File: config.mk
export PLATFORM = sky130hd
export DESIGN_NAME = streaming_bad_character_search
export DESIGN_NICKNAME = d
export VERILOG_FILES = /design/src/design/bcs_pkg.sv /design/src/design/bcs_window.sv /design/src/design/bcs_cmp.sv /design/src/design/streaming_bad_character_search.sv
export SDC_FILE = /design/constraint.sdc
export NUM_CORES = 1
export LEC_CHECK = 0
export BUFFER_PORTS_ARGS = -buffer_cell sky130_fd_sc_hd__buf_2
export CAP_MARGIN = 10
export CORE_MARGIN = 3
export CORE_UTILIZATION = 50
export DETAILED_ROUTE_END_ITERATION = 16
export PLACE_DENSITY = 0.67
export SYNTH_ARGS = -nofsm -noshare
export SYNTH_HDL_FRONTEND = slang
export SYNTH_SLANG_ARGS = --single-unit
File: constraint.sdc
create_clock -name clk -period 9 [get_ports clk]
set_input_delay 0.45 -clock clk [delete_from_list [all_inputs] [get_ports clk]]
set_output_delay 0.45 -clock clk [all_outputs]
set_load 0.02 [all_outputs]
File: src/design/bcs_pkg.sv
// Shared types, codes and byte helpers for the streaming bad-character search.
package bcs_pkg;

    // Input transaction actions
    localparam logic [1:0] ACT_DATA  = 2'd0;
    localparam logic [1:0] ACT_END   = 2'd1;
    localparam logic [1:0] ACT_START = 2'd2;

    // Result status codes
    localparam logic [1:0] ST_FOUND = 2'd0;
    localparam logic [1:0] ST_LIMIT = 2'd1;
    localparam logic [1:0] ST_ENDED = 2'd2;

    // Configuration register indexes
    localparam logic [2:0] CFG_PAT_LOW  = 3'd0;
    localparam logic [2:0] CFG_PAT_HIGH = 3'd1;
    localparam logic [2:0] CFG_PAT_LEN  = 3'd2;
    localparam logic [2:0] CFG_CASE     = 3'd3;
    localparam logic [2:0] CFG_LIMIT    = 3'd4;

    localparam logic [15:0] LIMIT_RESET = 16'd8192;

    typedef struct packed {
        logic [1:0] action;
        logic [7:0] data_byte;
    } item_t;

    typedef struct packed {
        logic [1:0]  status;
        logic [15:0] consumed_count;
    } result_t;

    // Fold lower-case letters to upper case unless exact matching is on
    function automatic logic [7:0] fold_byte(input logic [7:0] c, input logic match_case);
        logic [7:0] r;
        r = c;
        if (!match_case && c >= 8'h61 && c <= 8'h7A)
        begin
            r = c - 8'h20;
        end
        return r;
    endfunction

    // Pick pattern byte i out of the 16-byte pattern word
    function automatic logic [7:0] pat_byte(input logic [127:0] pat, input logic [3:0] i);
        return pat[{i, 3'b000} +: 8];
    endfunction

endpackage

File: src/design/bcs_window.sv
// Window shift register holding the newest stream bytes, with one selectable read tap.
module bcs_window
    import bcs_pkg::*;
#(
    parameter int DEPTH = 16,
    parameter int IDX_W = 4
)
(
    input  logic             clk,
    input  logic             shift_en,
    input  logic [7:0]       byte_in,
    input  logic [IDX_W-1:0] rd_idx,
    output logic [7:0]       rd_byte,
    output logic [7:0]       newest
);

    logic [7:0] win_reg [DEPTH];

    // Advance the window by one byte, newest at the top
    always_ff @(posedge clk)
    begin
        if (shift_en)
        begin
            for (int i = 0; i < DEPTH - 1; i++)
            begin
                win_reg[i] <= win_reg[i+1];
            end
            win_reg[DEPTH-1] <= byte_in;
        end
    end

    assign rd_byte = win_reg[rd_idx];
    assign newest  = win_reg[DEPTH-1];

endmodule

File: src/design/bcs_cmp.sv
// Shared byte compare unit with optional case folding.
module bcs_cmp
    import bcs_pkg::*;
(
    input  logic [7:0] a,
    input  logic [7:0] b,
    input  logic       match_case,
    output logic       eq
);

    // Fold both operands, then compare
    assign eq = (fold_byte(a, match_case) == fold_byte(b, match_case));

endmodule

File: src/design/streaming_bad_character_search.sv
// Streaming bad-character search: the top level with sequencer, configuration and output.
//
// Usage: configure pattern_low/high, pattern_length, match_case and byte_limit through
// the cfg channel (valid/ready, ready is always high) while the block is idle. Stream
// transactions on the item channel: a start action opens a search, data actions
// carry stream bytes and an end action closes the stream. An item is taken when
// item_valid is high and item_stall is low.
// Each search ends in exactly one result on the result channel, unless a new start or a
// reset cuts it off: found, byte limit exceeded or stream ended, with the bytes consumed.
// Start, end and skipped data bytes leave the sequencer idle, ready for the next item.
// A data byte that completes a window stalls the item channel while the sequencer runs
// the right-to-left compares; on a mismatch it scans for the mismatching byte and, if
// needed, for the window's last byte, then decides the shift; when a result is due, an
// emit state follows. All compares share one fold-and-compare unit.
// Results leave through an output register; while it holds a stalled result the
// item channel stalls as well, and no result is ever dropped.
// Reset (rst_n, asynchronous, active low) restores the register defaults, ends any
// search and empties the output register; no clearing pass is needed.
module streaming_bad_character_search
    import bcs_pkg::*;
#(
    parameter int PAT_MAX = 16
)
(
    input  logic        clk,
    input  logic        rst_n,
    input  logic        item_valid,
    output logic        item_stall,
    input  item_t       item,
    output logic        result_valid,
    input  logic        result_stall,
    output result_t     result,
    input  logic        cfg_valid,
    output logic        cfg_ready,
    input  logic [2:0]  cfg_index,
    input  logic [63:0] cfg_data
);

    localparam int IDX_W = (PAT_MAX > 1) ? $clog2(PAT_MAX) : 1;
    localparam logic [4:0] PAT_MAX_W = 5'(PAT_MAX);

    typedef enum logic [5:0] {
        S_IDLE      = 6'b000001,
        S_CMP       = 6'b000010,
        S_SCAN_MM   = 6'b000100,
        S_SCAN_HEAD = 6'b001000,
        S_DECIDE    = 6'b010000,
        S_EMIT      = 6'b100000
    } state_t;

    // Configuration registers
    logic [63:0] pat_low_reg, pat_high_reg;
    logic [4:0]  pat_len_reg;
    logic        match_case_reg;
    logic [15:0] limit_reg;

    // Control state
    state_t      state_reg, state_next;
    logic        active_reg, active_next;
    logic [4:0]  skip_reg, skip_next;
    logic [15:0] consumed_reg, consumed_next;
    logic [3:0]  k_reg, k_next;
    logic [3:0]  pos_reg, pos_next;
    logic [3:0]  scan_j_reg, scan_j_next;
    logic [4:0]  dist_mm_reg, dist_mm_next;
    logic [4:0]  shift_reg, shift_next;
    logic [1:0]  res_status_reg, res_status_next;
    logic        result_valid_reg, result_valid_next;

    // Payload state
    logic [7:0]  scan_byte_reg, scan_byte_next;
    result_t     result_reg, result_next;

    logic [127:0]     pattern;
    logic [4:0]       n;
    logic [3:0]       n_m1;
    logic [4:0]       base;
    logic [4:0]       rd_sum;
    logic [IDX_W-1:0] rd_idx;
    logic [7:0]       win_rd, win_newest;
    logic             shift_en;
    logic [7:0]       cmp_a, cmp_b;
    logic             cmp_eq;
    logic             accept;
    logic             slot_free;
    logic [4:0]       skip_dec;
    logic             scan_done;
    logic [4:0]       scan_dist;
    logic [16:0]      reach;

    assign pattern   = {pat_high_reg, pat_low_reg};
    assign cfg_ready = 1'b1;

    // Clamp the pattern length into 1..PAT_MAX
    always_comb
    begin
        n = pat_len_reg;
        if (n == 5'd0)
        begin
            n = 5'd1;
        end
        else if (n > PAT_MAX_W)
        begin
            n = PAT_MAX_W;
        end
    end

    assign n_m1   = 4'(n - 5'd1);
    assign base   = PAT_MAX_W - n;
    assign rd_sum = base + {1'b0, k_reg};
    assign rd_idx = rd_sum[IDX_W-1:0];

    // Configuration writes
    always_ff @(posedge clk or negedge rst_n)
    begin
        if (!rst_n)
        begin
            pat_low_reg    <= '0;
            pat_high_reg   <= '0;
            pat_len_reg    <= 5'd1;
            match_case_reg <= 1'b1;
            limit_reg      <= LIMIT_RESET;
        end
        else if (cfg_valid && cfg_ready)
        begin
            unique case (cfg_index)
                CFG_PAT_LOW:  pat_low_reg    <= cfg_data;
                CFG_PAT_HIGH: pat_high_reg   <= cfg_data;
                CFG_PAT_LEN:  pat_len_reg    <= cfg_data[4:0];
                CFG_CASE:     match_case_reg <= cfg_data[0];
                CFG_LIMIT:    limit_reg      <= cfg_data[15:0];
                default:      ;
            endcase
        end
    end

    // Input handshake
    assign slot_free  = !result_valid_reg || !result_stall;
    assign item_stall = (state_reg != S_IDLE) || !slot_free;
    assign accept     = item_valid && !item_stall;
    assign shift_en   = accept && (item.action == ACT_DATA) && active_reg;
    assign skip_dec   = (skip_reg != 5'd0) ? skip_reg - 5'd1 : 5'd0;

    bcs_window #(
        .DEPTH (PAT_MAX),
        .IDX_W (IDX_W)
    ) u_window (
        .clk      (clk),
        .shift_en (shift_en),
        .byte_in  (item.data_byte),
        .rd_idx   (rd_idx),
        .rd_byte  (win_rd),
        .newest   (win_newest)
    );

    // Route the shared compare unit
    assign cmp_a = (state_reg == S_CMP) ? win_rd : scan_byte_reg;
    assign cmp_b = pat_byte(pattern, (state_reg == S_CMP) ? k_reg : scan_j_reg);

    bcs_cmp u_cmp (
        .a          (cmp_a),
        .b          (cmp_b),
        .match_case (match_case_reg),
        .eq         (cmp_eq)
    );

    // Last-occurrence scan step
    always_comb
    begin
        scan_done = 1'b0;
        scan_dist = 5'd0;
        if (pos_reg == 4'd0)
        begin
            scan_done = 1'b1;
            scan_dist = 5'd1;
        end
        else if (cmp_eq)
        begin
            scan_done = 1'b1;
            scan_dist = {1'b0, pos_reg} - {1'b0, scan_j_reg};
        end
        else if (scan_j_reg == 4'd0)
        begin
            scan_done = 1'b1;
            scan_dist = {1'b0, pos_reg} + 5'd1;
        end
    end

    assign reach = {1'b0, consumed_reg} + {12'd0, shift_reg};

    // Sequencer
    always_comb
    begin
        state_next        = state_reg;
        active_next       = active_reg;
        skip_next         = skip_reg;
        consumed_next     = consumed_reg;
        k_next            = k_reg;
        pos_next          = pos_reg;
        scan_j_next       = scan_j_reg;
        dist_mm_next      = dist_mm_reg;
        shift_next        = shift_reg;
        res_status_next   = res_status_reg;
        scan_byte_next    = scan_byte_reg;
        result_next       = result_reg;
        result_valid_next = result_valid_reg && result_stall;

        unique case (state_reg)
            S_IDLE:
            begin
                if (accept)
                begin
                    unique case (item.action)
                        ACT_START:
                        begin
                            consumed_next = '0;
                            if ({11'd0, n} > limit_reg)
                            begin
                                result_next.status         = ST_LIMIT;
                                result_next.consumed_count = '0;
                                result_valid_next          = 1'b1;
                                active_next                = 1'b0;
                                skip_next                  = '0;
                            end
                            else
                            begin
                                skip_next   = n;
                                active_next = 1'b1;
                            end
                        end
                        ACT_END:
                        begin
                            if (active_reg)
                            begin
                                result_next.status         = ST_ENDED;
                                result_next.consumed_count = consumed_reg;
                                result_valid_next          = 1'b1;
                                active_next                = 1'b0;
                                skip_next                  = '0;
                            end
                        end
                        ACT_DATA:
                        begin
                            if (active_reg)
                            begin
                                consumed_next = consumed_reg + 16'd1;
                                skip_next     = skip_dec;
                                if (skip_dec == 5'd0)
                                begin
                                    k_next     = n_m1;
                                    state_next = S_CMP;
                                end
                            end
                        end
                        default: ;
                    endcase
                end
            end
            S_CMP:
            begin
                if (cmp_eq)
                begin
                    if (k_reg == 4'd0)
                    begin
                        res_status_next = ST_FOUND;
                        state_next      = S_EMIT;
                    end
                    else
                    begin
                        k_next = k_reg - 4'd1;
                    end
                end
                else
                begin
                    scan_byte_next = win_rd;
                    pos_next       = k_reg;
                    scan_j_next    = k_reg - 4'd1;
                    state_next     = S_SCAN_MM;
                end
            end
            S_SCAN_MM:
            begin
                if (scan_done)
                begin
                    dist_mm_next = scan_dist;
                    if (k_reg != n_m1)
                    begin
                        scan_byte_next = win_newest;
                        pos_next       = n_m1;
                        scan_j_next    = n_m1 - 4'd1;
                        state_next     = S_SCAN_HEAD;
                    end
                    else
                    begin
                        shift_next = scan_dist;
                        state_next = S_DECIDE;
                    end
                end
                else
                begin
                    scan_j_next = scan_j_reg - 4'd1;
                end
            end
            S_SCAN_HEAD:
            begin
                if (scan_done)
                begin
                    shift_next = (scan_dist > dist_mm_reg) ? scan_dist : dist_mm_reg;
                    state_next = S_DECIDE;
                end
                else
                begin
                    scan_j_next = scan_j_reg - 4'd1;
                end
            end
            S_DECIDE:
            begin
                if (reach > {1'b0, limit_reg})
                begin
                    res_status_next = ST_LIMIT;
                    state_next      = S_EMIT;
                end
                else
                begin
                    skip_next  = shift_reg;
                    state_next = S_IDLE;
                end
            end
            S_EMIT:
            begin
                if (slot_free)
                begin
                    result_next.status         = res_status_reg;
                    result_next.consumed_count = consumed_reg;
                    result_valid_next          = 1'b1;
                    active_next                = 1'b0;
                    skip_next                  = '0;
                    state_next                 = S_IDLE;
                end
            end
            default:
            begin
                state_next = S_IDLE;
            end
        endcase
    end

    // Control registers
    always_ff @(posedge clk or negedge rst_n)
    begin
        if (!rst_n)
        begin
            state_reg        <= S_IDLE;
            active_reg       <= 1'b0;
            skip_reg         <= '0;
            consumed_reg     <= '0;
            k_reg            <= '0;
            pos_reg          <= '0;
            scan_j_reg       <= '0;
            dist_mm_reg      <= '0;
            shift_reg        <= '0;
            res_status_reg   <= ST_FOUND;
            result_valid_reg <= 1'b0;
        end
        else
        begin
            state_reg        <= state_next;
            active_reg       <= active_next;
            skip_reg         <= skip_next;
            consumed_reg     <= consumed_next;
            k_reg            <= k_next;
            pos_reg          <= pos_next;
            scan_j_reg       <= scan_j_next;
            dist_mm_reg      <= dist_mm_next;
            shift_reg        <= shift_next;
            res_status_reg   <= res_status_next;
            result_valid_reg <= result_valid_next;
        end
    end

    // Payload registers
    always_ff @(posedge clk)
    begin
        scan_byte_reg <= scan_byte_next;
        result_reg    <= result_next;
    end

    assign result_valid = result_valid_reg;
    assign result       = result_reg;

endmodule

Word level (Yosys, flattened, before mapping)
Memory sizes are Yosys's and may differ from the RTL's.
Index checks and enable logic that the tools add are counted.
{"block": "classes", "addsub": 13, "n_reduce_logical": 47, "mux": 83, "n_shift": 1, "order_cmp": 8, "n_eq_ne": 39}
{"op": "$shiftx 128x8->8", "n": 1}
{"op": "$mux 5", "n": 17}
{"op": "$mux 18", "n": 4}
{"op": "$pmux 18 s2", "n": 2}
{"op": "$mux 6", "n": 10}
{"op": "$mux 4", "n": 14}
{"op": "$mux 8", "n": 6}
{"op": "$pmux 6 s6", "n": 1}
{"op": "$ne 2x2->1 const B", "n": 16}
{"op": "$pmux 16 s2", "n": 1}
{"op": "$pmux 5 s3", "n": 2}
{"op": "$reduce_and 4->1", "n": 6}
{"op": "$add 16x5->17", "n": 1}
{"op": "$gt 17x16->1", "n": 1}
{"op": "$add 16x1->16 const B", "n": 1}
{"op": "$ge 8x7->1 const B", "n": 2}
{"op": "$gt 5x16->1", "n": 1}
{"op": "$le 8x7->1 const B", "n": 2}
{"op": "$mux 16", "n": 1}
{"op": "$pmux 4 s2", "n": 2}
{"op": "$pmux 8 s2", "n": 1}
{"op": "$sub 4x1->4 const B", "n": 4}
{"op": "$sub 8x6->8 const B", "n": 2}
{"op": "$reduce_and 7->1", "n": 2}
{"op": "45 further kinds", "n": 91}
{"block": "totals", "input_bits": 82, "register_bits": 229, "output_inout_bits": 21, "ramBits": 128, "memories": 1, "wordCells": 211}
{"name": "u_window.win_reg", "words": 16, "word_bits": 8, "rd": 16, "rd_clocked_by_memory_dff": 0, "write_ports": 16, "line": "bcs_window.sv:17", "text": "logic [7:0] win_reg [DEPTH];"}

Longest topological paths before layout
Gate-level depths: netlist (run 1).
An unclocked memory read counts as a cell.
{"block": "logic_depth", "depth_word": 18, "depth_mapped": 32, "mapped_depth_nobuf": 28}

Cells and area by module
From an unflattened synthesis (run 1), not the netlist that was laid out.
{"block": "unflattened", "cells_unflattened": 1454, "area_unflattened_um2": 17933.4}
{"mod": "streaming_bad_character_search", "area_per_inst_um2": 12717.2, "seq_area_each_um2": 5840.6, "cells_per_inst": 1211, "n_inst": 1}
{"mod": "bcs_window", "area_per_inst_um2": 4877.2, "seq_area_each_um2": 3843.7, "cells_per_inst": 198, "n_inst": 1}
{"mod": "bcs_cmp", "area_per_inst_um2": 339.1, "seq_area_each_um2": 0.0, "cells_per_inst": 45, "n_inst": 1}

Worst setup path after synthesis (run 1)
OpenSTA, ideal clock, no wires.
{"block": "synth_path", "path_type": "reg2reg", "start": "reg pat_len_reg[3]", "end": "reg shift_reg[2]", "path_slack_ns": 2.666, "required_ns": 8.875, "period_less_slack_ns": 6.334, "path_stages_with_launch": 31, "arrival_ns": 6.209, "setup_ns": 0.125, "path_buffers": 3, "cell_sequence": "dfrtp_1 -> nor3_1 -> nor2_1 -> nor2_1 -> ha_1 -> inv_1 -> fa_1 -> clkbuf_1 -> buf_2 -> buf_2 -> mux4_2 -> mux2i_1 -> mux2i_1 -> mux2i_1 -> ha_1 -> nor4bb_1 -> a21oi_1 -> xnor2_1 -> nand4_2 -> mux2i_1 -> nor2_1 -> ha_1 -> nor2b_1 -> o21ai_0 -> nand2b_1 -> a21oi_1 -> nor2b_1 -> o22ai_1 -> nand2_1 -> mux2_2 -> mux2_4"}
{"block": "synth_between", "elab_chain_len": 18, "word_cells_on_any_way": 31, "classes_between": "add/sub: 4; order compare: 4; eq/ne: 5; mux: 13; reduce/logical: 4; memory: 1"}
{"element": "start: declaration", "line": "streaming_bad_character_search.sv:53", "text": "logic [4:0] pat_len_reg;"}
{"element": "start signal: assignment", "line": "streaming_bad_character_search.sv:129", "text": "CFG_PAT_LEN: pat_len_reg <= cfg_data[4:0];"}
{"element": "$gt 5x5->1", "line": "streaming_bad_character_search.sv:102", "text": "else if (n > PAT_MAX_W)"}
{"element": "$mux 5", "line": "streaming_bad_character_search.sv:102"}
{"element": "$mux 5 *", "line": "streaming_bad_character_search.sv:98", "text": "if (n == 5'd0)"}
{"element": "$sub 1x4->4 *", "line": "streaming_bad_character_search.sv:109", "text": "assign base = PAT_MAX_W - n;"}
{"element": "$add 4x4->4 *", "line": "streaming_bad_character_search.sv:110", "text": "assign rd_sum = base + {1'b0, k_reg};"}
{"element": "$mem_v2 16x8 *"}
{"element": "$mux 8 *", "line": "streaming_bad_character_search.sv:157", "text": "assign cmp_a = (state_reg == S_CMP) ? win_rd : scan_byte_reg;"}
{"element": "$ge 8x7->1", "line": "bcs_pkg.sv:37", "text": "if (!match_case && c >= 8'h61 && c <= 8'h7A)"}
{"element": "[3 not listed]"}
{"element": "$eq 8x8->1 *", "line": "bcs_cmp.sv:12", "text": "assign eq = (fold_byte(a, match_case) == fold_byte(b, match_case));"}
{"element": "$mux 5 *", "line": "streaming_bad_character_search.sv:177", "text": "else if (cmp_eq)"}
{"element": "$mux 5 *", "line": "streaming_bad_character_search.sv:172", "text": "if (pos_reg == 4'd0)"}
{"element": "via scan_dist[1]", "line": "streaming_bad_character_search.sv:88", "text": "logic [4:0] scan_dist;"}
{"element": "$gt 5x5->1 *", "line": "streaming_bad_character_search.sv:308", "text": "shift_next = (scan_dist > dist_mm_reg) ? scan_dist : dist_mm_reg;"}
{"element": "$mux 5 *", "line": "streaming_bad_character_search.sv:308"}
{"element": "$mux 5 *", "line": "streaming_bad_character_search.sv:306", "text": "if (scan_done)"}
{"element": "$pmux 5 s2 *", "line": "streaming_bad_character_search.sv:208", "text": "unique case (state_reg)"}
{"element": "end signal: assignment", "line": "streaming_bad_character_search.sv:375", "text": "shift_reg <= shift_next;"}
{"element": "end: declaration", "line": "streaming_bad_character_search.sv:66", "text": "logic [4:0] shift_reg, shift_next;"}
Mark *: on every way through the listed nets, which the timed path passes. The rest lies on a longest branch. The select of a mux whose other input is x is not followed.
A chain may end at the register's enable or synchronous reset.

Worst setup path in the final report (run 1)
Same ends and word-level chain as after synthesis.

==> summary.md, run 1 <==
| Metric | Value |
|---|---|
| Post-synth EDFFs | `154` |
| Synth warn | `0` |
| Maximum number of pins on one net before global-route repair | `84` |
| Worst hold-check path type | `primary input to flip-flop` |
| Share of cells above drive strength 1 | `0.259` |
| Cell with the most instances after synthesis | `dfrtp_1` |
| Fmax | `0.133 GHz` |
| Remaining Overflow, GRT | `0` |
| Seq/Total Area, Yosys | `0.535` |
| Clock network power share | `0.285` |
| Final nets | `1673` |
| Critical Path Sink Type | `flip-flop` |
| Post-Synthesis Net Count | `1586` |
| Setup TNS | `0 ps` |
| Fillers | `2943` |
| Synth Area in Compound Gates | `0.0935` |
| CTS tree | `built` |
| Total track usage | `0.210` |
| Gate power share | `0.350` |
| Die width | `196 um` |
| RSZ-0062 raised after global routing | `no` |
| Leakage | `0.00816 uW` |
| Die ar. | `0.0385 sq mm` |
| Drt total wl | `40400 um` |
| Area of the multi-input gates | `0.00790 sq mm` |
| Count of cell types in the netlist | `88` |
| Max reg flops | `128` |
| Worst-Skew Late Latency | `540 ps` |
| Critical path arrival | `7950 ps` |
| Final hold violation count | `0` |
| Register area | `0.00968 sq mm` |
| Die height | `196 um` |
| CTS Buffer Depth | `3` |
| Fraction of registers with async set/reset | `0.567` |
| Mux cell area share after synthesis | `0.167` |
| Number of buffers created by CTS | `39` |
| Layout area overhead | `12.7%` |
| Global-route wire length before repair | `65600 um` |
| Post-DRT Antenna Nets | `0` |
| Internal | `3940 uW` |
| Maxcap violations | `0` |
| Final Total Pwr | `5930 uW` |
| Switching Fraction | `0.335` |
| # H-tree levels | `2` |
| IO Port Bufs | `101` |
| Switching power | `1990 uW` |
| Worst-path clk slew | `60 ps` |
| Residual DRC | `0` |
| Core Box Area | `0.0356 sq mm` |
| Final Max Slew Viols | `0` |
| Post-Synth Simple-Gate Area | `0.105` |
| Main flop type after synthesis | `dfrtp_1` |
| Clk_skew | `20.1 ps` |
| Synth area leader | `dfrtp_1` |
| Seq cells post-synth | `356` |
| Routability congestion estimate | `0.948` |
| CTS Sinks | `356` |
| Post-synth top cells | `dfrtp_1, edfxtp_1, mux2_2, nand2_1, nor2_1` |
| Via count of the first global-routing pass | `12.0k` |
| Avg Inst Size Synth | `12.5 sq um` |
| Final Util | `0.573` |
| Slew @ Worst Pin | `1230 ps` |
| Post-CTS sizing | `0` |
| Vias per cell | `5.93` |
| VDD IR max | `0.238 mV` |
| Crit path required time | `9420 ps` |
| Critical path class | `flip-flop to flip-flop` |
| Highest-delay cell along the critical path | `fa_2` |
| Crit path time final | `7530 ps` |
| DPL Wire Length | `27600 um` |
| Ant diodes | `0` |
| Clock root cell | `clkbuf_16` |
| Core Rows | `69` |
| Synth top area share | `0.274` |
| Drt pass-1 iters | `6` |
| Initial Util | `0.508` |
| Seq pwr share | `0.365` |
| R2r worst-path depth | `29` |
| Largest family of logic cells by synthesized area | `multiplexers` |
| Post-Syn Area | `0.0181 sq mm` |
| Via count | `12.0k` |
| Crit share post-route | `0.837` |
| Iteration-0 DRC Markers | `866` |
| Power per cell area | `291 mW/mm^2` |
| Worst rel slew slack | `0.179` |
| Adder-Cell Fraction of Synth Area | `0.0407` |
| Crit-path most repeated cell | `nor2_1` |
| Endpoints failing setup | `0` |
| Cells after Synth | `1447` |
| Maximum single-stage delay on the critical path | `930 ps` |
| Status | `finished, final reports clean` |
| Hold path depth | `1` |
| Initial antenna violation count | `0` |
| Layout Cells excl Fill | `2025` |
| Placed Cells | `1952` |
| Critical Path Fanout Max | `18` |
| Startpoint types | `flip-flop` |
| XOR/XNOR share of the synthesized area | `0.0266` |
| Avg WL per Cell | `19.9 um` |
| Synth top area cells | `dfrtp_1, edfxtp_1, mux2_2` |
| # IOs | `103` |
-- repair_timing --
action / CTS / global route
hold buffers: 1 / 0
hold endpoints to repair: 8 / 0
buffers inserted: 0 / 0
endpoints found under the setup margin: 0 / 0
-- cell usage in the layout, fill, tap and decap left out, drive strengths merged, types with 43 or more instances in the layout --
cell type,count
inv,55
mux4,50
edfxtp,154
clkbuf,56
nor2,71
nand3,44
mux2,143
a21oi,43
o21ai,70
dfrtp,198
buf,118
nand2,123
ha,54
-- path summary, 6_finish.rpt --
check / startpoint / end / slack, ps
worst max-delay path: pat_len_reg[3] / shift_reg[2] / 1470
worst min-delay path: item[1] / u_window.win_reg[15][1] / 80
worst max register to register: pat_len_reg[3] / shift_reg[2] / 1470
worst min register to register: u_window.win_reg[10][7] / u_window.win_reg[9][7] / 440
max in group asynchronous: rst_n / pat_high_reg[30] / 6440
min in group asynchronous: rst_n / consumed_reg[12] / 530
-- metal layers --
layer / global-route usage / vias up / routed length, um
met5: 0 / - / 0
met4: 0.0581 / 0 / 918
met3: 0.0302 / 67 / 1820
met2: 0.325 / 307 / 18500
met1: 0.314 / 6059 / 19100
li1: - / 5571 / -
-- logic make-up after synthesis --
logic type,Yosys count
fa+ha+maj,57
mux,221
compound gates,253
buf+inv,126
simple gates,379
other cells,1
flops,356
xor+xnor,54
-- power by group through the flow --
stage                     logic (uW)  registers, uW  clock network, uW
after floorplan                 1640           2100                  0
after global placement          2020           2190                  0
after detailed placement        2060           2190                  0
after CTS                       2080           2160               1720
after global routing            2280           2190               1790
final                           2080           2160               1690
-- critical path: cells and delay by family (launching register included) --
| kind | cells | cell delay, ps |
|---|---|---|
| DFF | 1 | 380 |
| adders and majority gates | 3 | 1480 |
| AOI/OAI and AO/OA | 7 | 1650 |
| buffers and inverters | 3 | 690 |
| and+or+nand+nor | 10 | 1380 |
| muxes | 5 | 1600 |
| xor gates and xnor gates | 1 | 230 |
-- stage by stage --
| step | instance area (sq um) | setup slack [ps] | hold slack, ps |
|---|---|---|---|
| CTS | 20400 | 1500 | 55.0 |
| finish | 20400 | 1470 | 83.3 |
| global placement | 19000 | 1760 | 423 |
| detailed placement | 19000 | 1560 | 430 |
| global route | 20400 | 970 | 65.3 |
| floorplan | 18100 | 2670 | 154 |
-- area by class of cell --
type	instances	area share
clock buffer	55	0.0544
clock inverter	16	0.0127
inverter	52	0.00970
multi-input combinational	965	0.387
sequential	356	0.475
tap	461	0.0283
timing repair buffer	120	0.0322
(Power assumes the default switching activity.)
==> run 2, diff against run 1 <==
- PLACE_DENSITY: 0.67 -> 0.7
- clock period: 9 -> 6.8 ns (I/O delays scaled with it)
==> run 2 against run 1 <==
  * Routed wire length rose by 3.0%
  * Largest cell class unchanged
  * Fmax up 16%
  * Via count rose by 2.3%
  * Setup slack worse by 1100 ps
  * Utilization rose by 0.89 points
  * Combinational power up 45%
  * Largest power group is now combinational logic
  * Non-clock buffer count increased by 36
==> summary.md, run 2 (synthesis gave the netlist of run 1 again) <==
| Metric | Value |
|---|---|
| Critical Path Sink Type | `flip-flop` |
| Crit path time final | `6470 ps` |
| Routability congestion estimate | `0.922` |
| Die height | `196 um` |
| Seq pwr share | `0.353` |
| Maxcap violations | `0` |
| Worst rel slew slack | `0.137` |
| CTS Sinks | `356` |
| Layout area overhead | `14.4%` |
| Drt pass-1 iters | `7` |
| Power per cell area | `386 mW/mm^2` |
| Residual DRC | `0` |
| Remaining Overflow, GRT | `0` |
| Status | `finished, final reports clean` |
| Die width | `196 um` |
| Switching power | `2710 uW` |
| Final nets | `1709` |
| Critical Path Fanout Max | `8` |
| Worst-path clk slew | `60 ps` |
| Internal | `5280 uW` |
| Core Box Area | `0.0356 sq mm` |
| Gate power share | `0.378` |
| RR Startpoint | `pat_len_reg[3]` |
| Final Total Pwr | `7990 uW` |
| Critical path class | `flip-flop to flip-flop` |
| Global-route wire length before repair | `66500 um` |
| Worst-Skew Late Latency | `560 ps` |
| Switching Fraction | `0.340` |
| Startpoint types | `flip-flop` |
| CTS tree | `built` |
| Hold path depth | `2` |
| Fillers | `2901` |
| Final instance area | `0.0207 sq mm` |
| Die ar. | `0.0385 sq mm` |
| Final Max Slew Viols | `0` |
| R2R Path End | `shift_reg[2]` |
| Drt total wl | `41600 um` |
| WHS Endpoint | `pat_low_reg[21]` |
| Total track usage | `0.215` |
| DPL Wire Length | `28400 um` |
| Most frequent cells in the layout | `dfrtp_1, edfxtp_1, mux2_2` |
| Maximum single-stage delay on the critical path | `690 ps` |
| Slew @ Worst Pin | `1280 ps` |
| Vias per cell | `5.96` |
| Cell Area, Placed | `0.0192 sq mm` |
| CTS Buffer Depth | `3` |
| Initial Util | `0.508` |
| Via count | `12.3k` |
| Endpoints failing setup | `0` |
| Leakage | `0.00830 uW` |
| Hold_sp | `cfg_data[21]` |
| Critical path arrival | `6890 ps` |
| Via count of the first global-routing pass | `12.5k` |
| Avg WL per Cell | `20.2 um` |
| Crit path required time | `7220 ps` |
| Post-DRT Antenna Nets | `0` |
| Maximum number of pins on one net before global-route repair | `122` |
| Max reg flops | `128` |
| Clk_skew | `24.8 ps` |
| IO Port Bufs | `101` |
| Highest-delay cell along the critical path | `fa_2` |
| Clock root cell | `clkbuf_16` |
| Core Rows | `69` |
| Iteration-0 DRC Markers | `918` |
| # IOs | `103` |
| R2r worst-path depth | `28` |
| Number of buffers created by CTS | `39` |
| Crit share post-route | `0.952` |
| Final hold violation count | `0` |
| Most common cell after layout, fill and taps aside | `dfrtp_1` |
| Initial antenna violation count | `1` |
| # H-tree levels | `2` |
| Flop-to-flop setup slack | `330 ps` |
| VDD IR max | `0.235 mV` |
| Share of cells above drive strength 1 | `0.274` |
| Fmax | `0.155 GHz` |
| Clock network power share | `0.270` |
| Worst hold-check path type | `primary input to flip-flop` |
run 2: power by group through the flow:
| stage | Combinational [uW] | Sequential, uW | Clock [uW] |
|---|---|---|---|
| after floorplan | 2160 | 2770 | 0 |
| after global placement | 2820 | 2840 | 0 |
| after detailed placement | 2890 | 2850 | 0 |
| after CTS | 2930 | 2810 | 2210 |
| after global routing | 3300 | 2850 | 2290 |
| final | 3020 | 2820 | 2160 |
run 2: final cells by class:
class,count,area [sq um],share of cell area
Sequential cell,356,9680,0.468
Multi-Input combinational cell,965,7960,0.384
Clock buffer,51,1060,0.0513
Timing Repair Buffer,156,968,0.0468
Tap cell,461,577,0.0279
Clock inverter,20,248,0.0120
Inverter,52,198,0.00955
Antenna cell,1,2.50,0.000121
run 2: how the worst max path moves through the flow:
| stage | start | to | slack, ps | depth (start not counted) |
|---|---|---|---|---|
| 6_report | pat_len_reg[3] | shift_reg[2] | 330 | 28 |
| 3_3_place_gp | pat_len_reg[3] | shift_reg[2] | 320 | 28 |
| 5_1_grt | pat_len_reg[1] | shift_reg[2] | -30 | 27 |
| 4_1_cts | pat_len_reg[3] | shift_reg[2] | 90 | 28 |
| 2_1_floorplan | pat_len_reg[3] | shift_reg[2] | 470 | 30 |
| 3_5_place_dp | pat_len_reg[3] | shift_reg[2] | 220 | 28 |
run 2: layer usage:
layer,share of wire,GRT usage,vias to the layer above
li1,-,-,5642
met1,0.45,0.302,6203
met2,0.47,0.341,353
met3,0.049,0.0309,85
met4,0.035,0.0866,0
met5,0,0,-
run 2: through the flow:
step	std cells	hold slack [ps]	utilization	setup WS (ps)	setup TNS, ps
after global routing	2062	20.6	0.582	-29.1	-29.1
after CTS	2058	0.691	0.579	89.4	0
after detailed placement	1975	428	0.539	216	0
final	2062	28.8	0.582	329	0
after floorplan	1447	44.4	-	466	0
after global placement	1975	423	0.539	323	0
run 2: critical path: cells and delay by family (launching register included):
family	cells	cell delay, ps
simple gates	10	1380
mux	5	1310
buf+inv	2	280
fa+ha+maj	3	1180
xor+xnor	1	220
compound gates	7	1550
flops	1	390
run 2: what timing repair did:
item,in CTS,in global routing
endpoints found under the hold margin,71,0
resized for setup,0,15
hold buffers,12,0
buffers inserted,0,3
setup endpoints to repair,0,5
